## src/hw/rtl/scrc_pkg.sv

```systemverilog
package scrc_pkg;

  // Reflected CRC-32 constants
  localparam logic [31:0] CrcPoly = 32'hEDB88320;
  localparam logic [31:0] CrcOnes = 32'hFFFFFFFF;

  // Field widths
  localparam int unsigned DataW     = 8;
  localparam int unsigned CrcW      = 32;
  localparam int unsigned InTdataW  = 40;  // data_byte, expected_crc
  localparam int unsigned OutTdataW = 32;  // crc_value
  localparam int unsigned OutTuserW = 1;   // crc_match

  // Fold one byte into the running value, LSB first
  function automatic logic [31:0] crc_fold_byte(input logic [31:0] crc_in,
                                                input logic [7:0]  data_in);
    logic [31:0] crc;
    crc = crc_in ^ {24'h000000, data_in};
    for (int i = 0; i < 8; i++) begin
      if (crc[0]) begin
        crc = (crc >> 1) ^ CrcPoly;
      end else begin
        crc = crc >> 1;
      end
    end
    return crc;
  endfunction

  // Running value after folding the reset seed byte into all ones
  localparam logic [31:0] SeedCrcRst = crc_fold_byte(CrcOnes, 8'h00);

endpackage

```

## src/hw/rtl/seeded_crc32_report_check_core.sv

```systemverilog
// Seeded CRC-32 report checker. Report bytes arrive one per transaction on the
// slave stream, the final byte marked by tlast and carrying the expected CRC in
// tdata. Each report starts from all ones with the configured seed byte folded
// in ahead of the first data byte; on the last byte the value is inverted,
// compared, and one result (crc_value in tdata, crc_match in tuser) goes out on
// the master stream. Throughput is one byte per clock, set by the combinational byte
// fold between the input register and the result register, unless a last byte waits
// on a full, stalled output. A result is registered once its last byte moves on.
// The seed write is folded into a register at write time and takes effect at
// the start of the next report. Every report must hold at least one byte.
module seeded_crc32_report_check_core
  import scrc_pkg::*;
(
  input  logic                 clk_i,
  input  logic                 rst_ni,
  // seed byte write channel
  input  logic                 cfg_valid_i,
  output logic                 cfg_ready_o,
  input  logic [DataW-1:0]     cfg_data_i,
  // input stream
  input  logic                 s_axis_tvalid,
  output logic                 s_axis_tready,
  input  logic [InTdataW-1:0]  s_axis_tdata,   // [7:0] data_byte, [39:8] expected_crc
  input  logic                 s_axis_tlast,   // last_byte
  // result stream
  output logic                 m_axis_tvalid,
  input  logic                 m_axis_tready,
  output logic [OutTdataW-1:0] m_axis_tdata,   // [31:0] crc_value
  output logic [OutTuserW-1:0] m_axis_tuser    // [0] crc_match
);

  logic             in_valid_q, in_valid_d;
  logic [DataW-1:0] in_data_q;
  logic             in_last_q;
  logic [CrcW-1:0]  in_exp_q;

  logic             out_valid_q, out_valid_d;
  logic [CrcW-1:0]  out_crc_q;
  logic             out_match_q;

  logic [CrcW-1:0]  crc_q, crc_d;
  logic             start_q, start_d;
  logic [CrcW-1:0]  seed_crc_q, seed_crc_d;

  logic             s_accept;
  logic             advance;
  logic [CrcW-1:0]  crc_base;
  logic [CrcW-1:0]  crc_next;
  logic [CrcW-1:0]  final_crc;

  assign cfg_ready_o = 1'b1;

  // Move the held item on unless it is a last byte facing a full, stalled output
  assign advance       = in_valid_q && (!in_last_q || !out_valid_q || m_axis_tready);
  assign s_axis_tready = !in_valid_q || advance;
  assign s_accept      = s_axis_tvalid && s_axis_tready;

  // Byte fold
  assign crc_base  = start_q ? seed_crc_q : crc_q;
  assign crc_next  = crc_fold_byte(crc_base, in_data_q);
  assign final_crc = ~crc_next;

  // Next control state
  always_comb begin
    in_valid_d = in_valid_q;
    if (s_accept) begin
      in_valid_d = 1'b1;
    end else if (advance) begin
      in_valid_d = 1'b0;
    end

    out_valid_d = out_valid_q;
    if (advance && in_last_q) begin
      out_valid_d = 1'b1;
    end else if (m_axis_tready) begin
      out_valid_d = 1'b0;
    end

    crc_d   = crc_q;
    start_d = start_q;
    if (advance) begin
      if (in_last_q) begin
        crc_d   = CrcOnes;
        start_d = 1'b1;
      end else begin
        crc_d   = crc_next;
        start_d = 1'b0;
      end
    end

    seed_crc_d = seed_crc_q;
    if (cfg_valid_i) begin
      seed_crc_d = crc_fold_byte(CrcOnes, cfg_data_i);
    end
  end

  // Control registers
  always_ff @(posedge clk_i or negedge rst_ni) begin
    if (!rst_ni) begin
      in_valid_q  <= 1'b0;
      out_valid_q <= 1'b0;
      crc_q       <= CrcOnes;
      start_q     <= 1'b1;
      seed_crc_q  <= SeedCrcRst;
    end else begin
      in_valid_q  <= in_valid_d;
      out_valid_q <= out_valid_d;
      crc_q       <= crc_d;
      start_q     <= start_d;
      seed_crc_q  <= seed_crc_d;
    end
  end

  // Capture the input transaction
  always_ff @(posedge clk_i) begin
    if (s_accept) begin
      in_data_q <= s_axis_tdata[DataW-1:0];
      in_exp_q  <= s_axis_tdata[DataW +: CrcW];
      in_last_q <= s_axis_tlast;
    end
  end

  // Load the result on a last byte
  always_ff @(posedge clk_i) begin
    if (advance && in_last_q) begin
      out_crc_q   <= final_crc;
      out_match_q <= (final_crc == in_exp_q);
    end
  end

  assign m_axis_tvalid   = out_valid_q;
  assign m_axis_tdata    = out_crc_q;
  assign m_axis_tuser[0] = out_match_q;

endmodule

```

## config.mk

```make
export PLATFORM = sky130hd
export DESIGN_NAME = seeded_crc32_report_check_core
export DESIGN_NICKNAME = d
export VERILOG_FILES = /design/src/hw/rtl/scrc_pkg.sv /design/src/hw/rtl/seeded_crc32_report_check_core.sv
export SDC_FILE = /design/constraint.sdc
export NUM_CORES = 1
export LEC_CHECK = 0
export ABC_CLOCK_PERIOD_IN_PS = 2900
export CORE_MARGIN = 2
export CORE_UTILIZATION = 57
export DETAILED_ROUTE_END_ITERATION = 8
export DONT_BUFFER_PORTS = 1
export PLACE_DENSITY = 0.81
export SETUP_SLACK_MARGIN = 0.1
export SYNTH_ARGS = -nofsm -noshare
export SYNTH_HDL_FRONTEND = slang
export SYNTH_SLANG_ARGS = --single-unit
```

## constraint.sdc

```tcl
create_clock -name clk_i -period 2.9 [get_ports clk_i]
set_clock_uncertainty 0.2 [all_clocks]
set_input_delay 0.58 -clock clk_i [delete_from_list [all_inputs] [get_ports clk_i]]
set_output_delay 0.58 -clock clk_i [all_outputs]
set_load 0.1 [all_outputs]
```

==> metrics.txt <==
number of synthesized flops with an enable pin=74; measured slew at the worst slew-check pin=914 ps; combined area of all synthesized cells=6820 µm²; run status=complete, but fails checks; Filler Cells Inserted=595; worst-case clock buffer depth=2; clock transition at the register clock pins on the worst setup and hold paths after CTS=60 ps; required time at the worst-slack endpoint=2950 ps; share of synthesized flip-flops with an asynchronous set or reset=46.8%; half-perimeter wire length after detailed placement=10900 µm; wire length of the first global-routing pass=26300 µm; count of cell types in the netlist=42; crit-path max FO=4; synthesized flop and latch total=139; Max-Cap Viols=0; highest clock rate=292 MHz; part of the Yosys area used for sequential elements=57.3%; clock buffer count from CTS=17; final critical-path share of the clock period=118%; synthesized net count=552; prevailing post-synth register cell=edfxtp_1; warnings from Yosys=0; DIE HEIGHT=113 µm; die width=113 µm; vias in the first global route=4591; max-slew violation total from the final report=0; growth of design area from synthesis to finish=29.5%; DRC errors left=0; biggest area consumer among synthesized cells=edfxtp_1; unrepaired setup endpoints after global routing=true; Placed Cells incl. Taps=689; Final nets=656; arrival time worst endpoint=3480 ps; routed vias=4491; routability cong.=0.922; Relative slew margins=39.2%; layout cell share with drive strength beyond 1=43.1%; aggregate global routing overflow=0; setup slack after layout=-526 ps; final setup violating endpoints=3; commonest cells in the synthesized netlist=85 x xnor2_1, 74 x edfxtp_1, 48 x dfstp_2; startpoint type of the worst setup path=register; overall routed net length=19200 µm; top cells by area in the synthesized netlist=edfxtp_1 33%, dfstp_2 18%, xnor2_1 11%, dfrtp_1 6.2%, xor2_1 5.8%; endpoint kind of the worst setup timing path=register; number of hold violations in the final report=0; vias per cell=5.92; number of standard-cell rows in the floorplan=39; Worst-Skew Late Latency=430 ps; placeable core region=11600 µm²; type of the tightest min-delay check=in -> reg; CTS tree=yes; count of buffers from port buffering=0; ANT nets after route=0; mean instance size in the synthesized netlist=13.7 µm²; average routed wire per standard cell=25.3 µm; time the worst path needs with I/O delays and setup=3430 ps; router iterations before antenna repair=4; global-route total usage across every layer=28.3%; Root Buffer=clkbuf_16; most frequent cell after synthesis=xnor2_1; pin count of the biggest net entering global routing=66; initial standard-cell utilization of the core=59.0%; worst setup path class=reg -> reg; antenna fix cells=0; clock sink total=139; num ports=90; H-tree level count=4; final cell utilization of the core=76.4%; Die ar.=12900 µm²; area share of the leading cell type in the synthesized netlist=32.6%; number of standard cells in the final layout excluding fillers=758; Initial DRC Count=442; initial antenna violation count=0; failing checks=setup timing; post-synthesis instance total=498
[per-stage QoR]
stage	hold WS [ps]	TNS, ps	cell area, µm²	setup WS (ps)
floorplan	84.4	-195	6860	-195
CTS	0.837	-403	8470	-403
finish	31.5	-624	8830	-526
global placement	89.0	-321	7480	-321
detailed placement	88.3	-414	7480	-414
global route	10.3	-793	8830	-582
[cell type report]
type	count	area (µm²)	area share (%)
Sequential cell	139	3910	44.3
Multi-Input combinational cell	319	3140	35.6
Timing Repair Buffer	110	952	10.8
Clock buffer	17	425	4.82
Tap cell	143	179	2.03
Clock inverter	15	166	1.88
Inverter	15	56.3	0.637
[worst max-delay path, stage by stage (launching register included)]
cell and delay (ps):
dfstp_2 550, buf_6 120, buf_6 140, mux2i_4 300
xnor2_4 210, buf_6 170, xor2_4 200, xor2_2 280
xor2_1 160, nor4_4 310, buf_4 160, nand4_1 150
nor4_2 310
[layer usage]
metal  track usage (%)  vias to the layer above  part of all wire (%)
met5                 0                        -                     0
met4              15.0                        0                   4.3
met3              7.86                       60                   7.0
met2              46.3                      265                    51
met1              34.5                     2262                    37
li1                  -                     1904                     -
[state kept, by name (all words and copies together), names as in the netlist]
signal / flops
crc_q: 32
in_exp_q: 32
m_axis_tdata: 32
seed_crc_q: 30
in_data_q: 8
in_last_q: 1
in_valid_q: 1
m_axis_tuser: 1
m_axis_tvalid: 1
start_q: 1
[cells by family (layout without fill, tap and decap cells)]
logic type	Yosys count	in the layout	share of synthesized area, %
mux	51	51	8.11
buf+inv	40	157	2.38
xor+xnor	154	154	24.0
compound gates	50	50	3.85
other cells	1	1	0.0550
flops	139	139	57.3
simple gates	63	63	4.27
[repair_timing]
action                                  CTS  global route
gates resized for setup                  27            44
gates cloned                              0             0
buffers inserted                         26            11
hold buffers                              3             1
endpoints found under the setup margin    6            21
endpoints found under the hold margin    66             2
pin swaps                                28            20
[cells in the final DEF, fill, tap and decap left out, types with 4 or more instances in the layout]
master      instances
mux2i_1            23
xnor2_2            12
inv_1              14
a21oi_1            39
xnor2_1            72
mux2_2             21
xnor2_4            11
xor2_4              4
clkbuf_16          17
edfxtp_1           74
clkinvlp_4          6
xor2_2              9
nor2_1             44
buf_4              84
dfstp_2            48
mux2i_4             6
buf_6              19
xor2_1             36
inv_6               4
dfrtp_1            16
xnor3_1             6
o21ai_0             4
[path summary, 6_finish.rpt]
check	startpoint	end	slack [ps]	depth (start not counted)
worst max-delay path	start_q$_DFFE_PN1P_	m_axis_tuser$_DFFE_PP_	-530	12
worst min-delay path	cfg_valid_i	seed_crc_q[24]$_DFFE_PN1P_	30	1
worst max register to register	start_q$_DFFE_PN1P_	m_axis_tuser$_DFFE_PP_	-530	12
worst min register to register	seed_crc_q[29]$_DFFE_PN1P_	seed_crc_q[29]$_DFFE_PN1P_	310	2
max in group asynchronous	rst_ni	crc_q[29]$_DFFE_PN1P_	1670	2
min in group asynchronous	rst_ni	seed_crc_q[13]$_DFFE_PN0P_	500	2
Power is not shown: default switching activity piles up to over one toggle a cycle in this logic, so the estimate is an artifact.
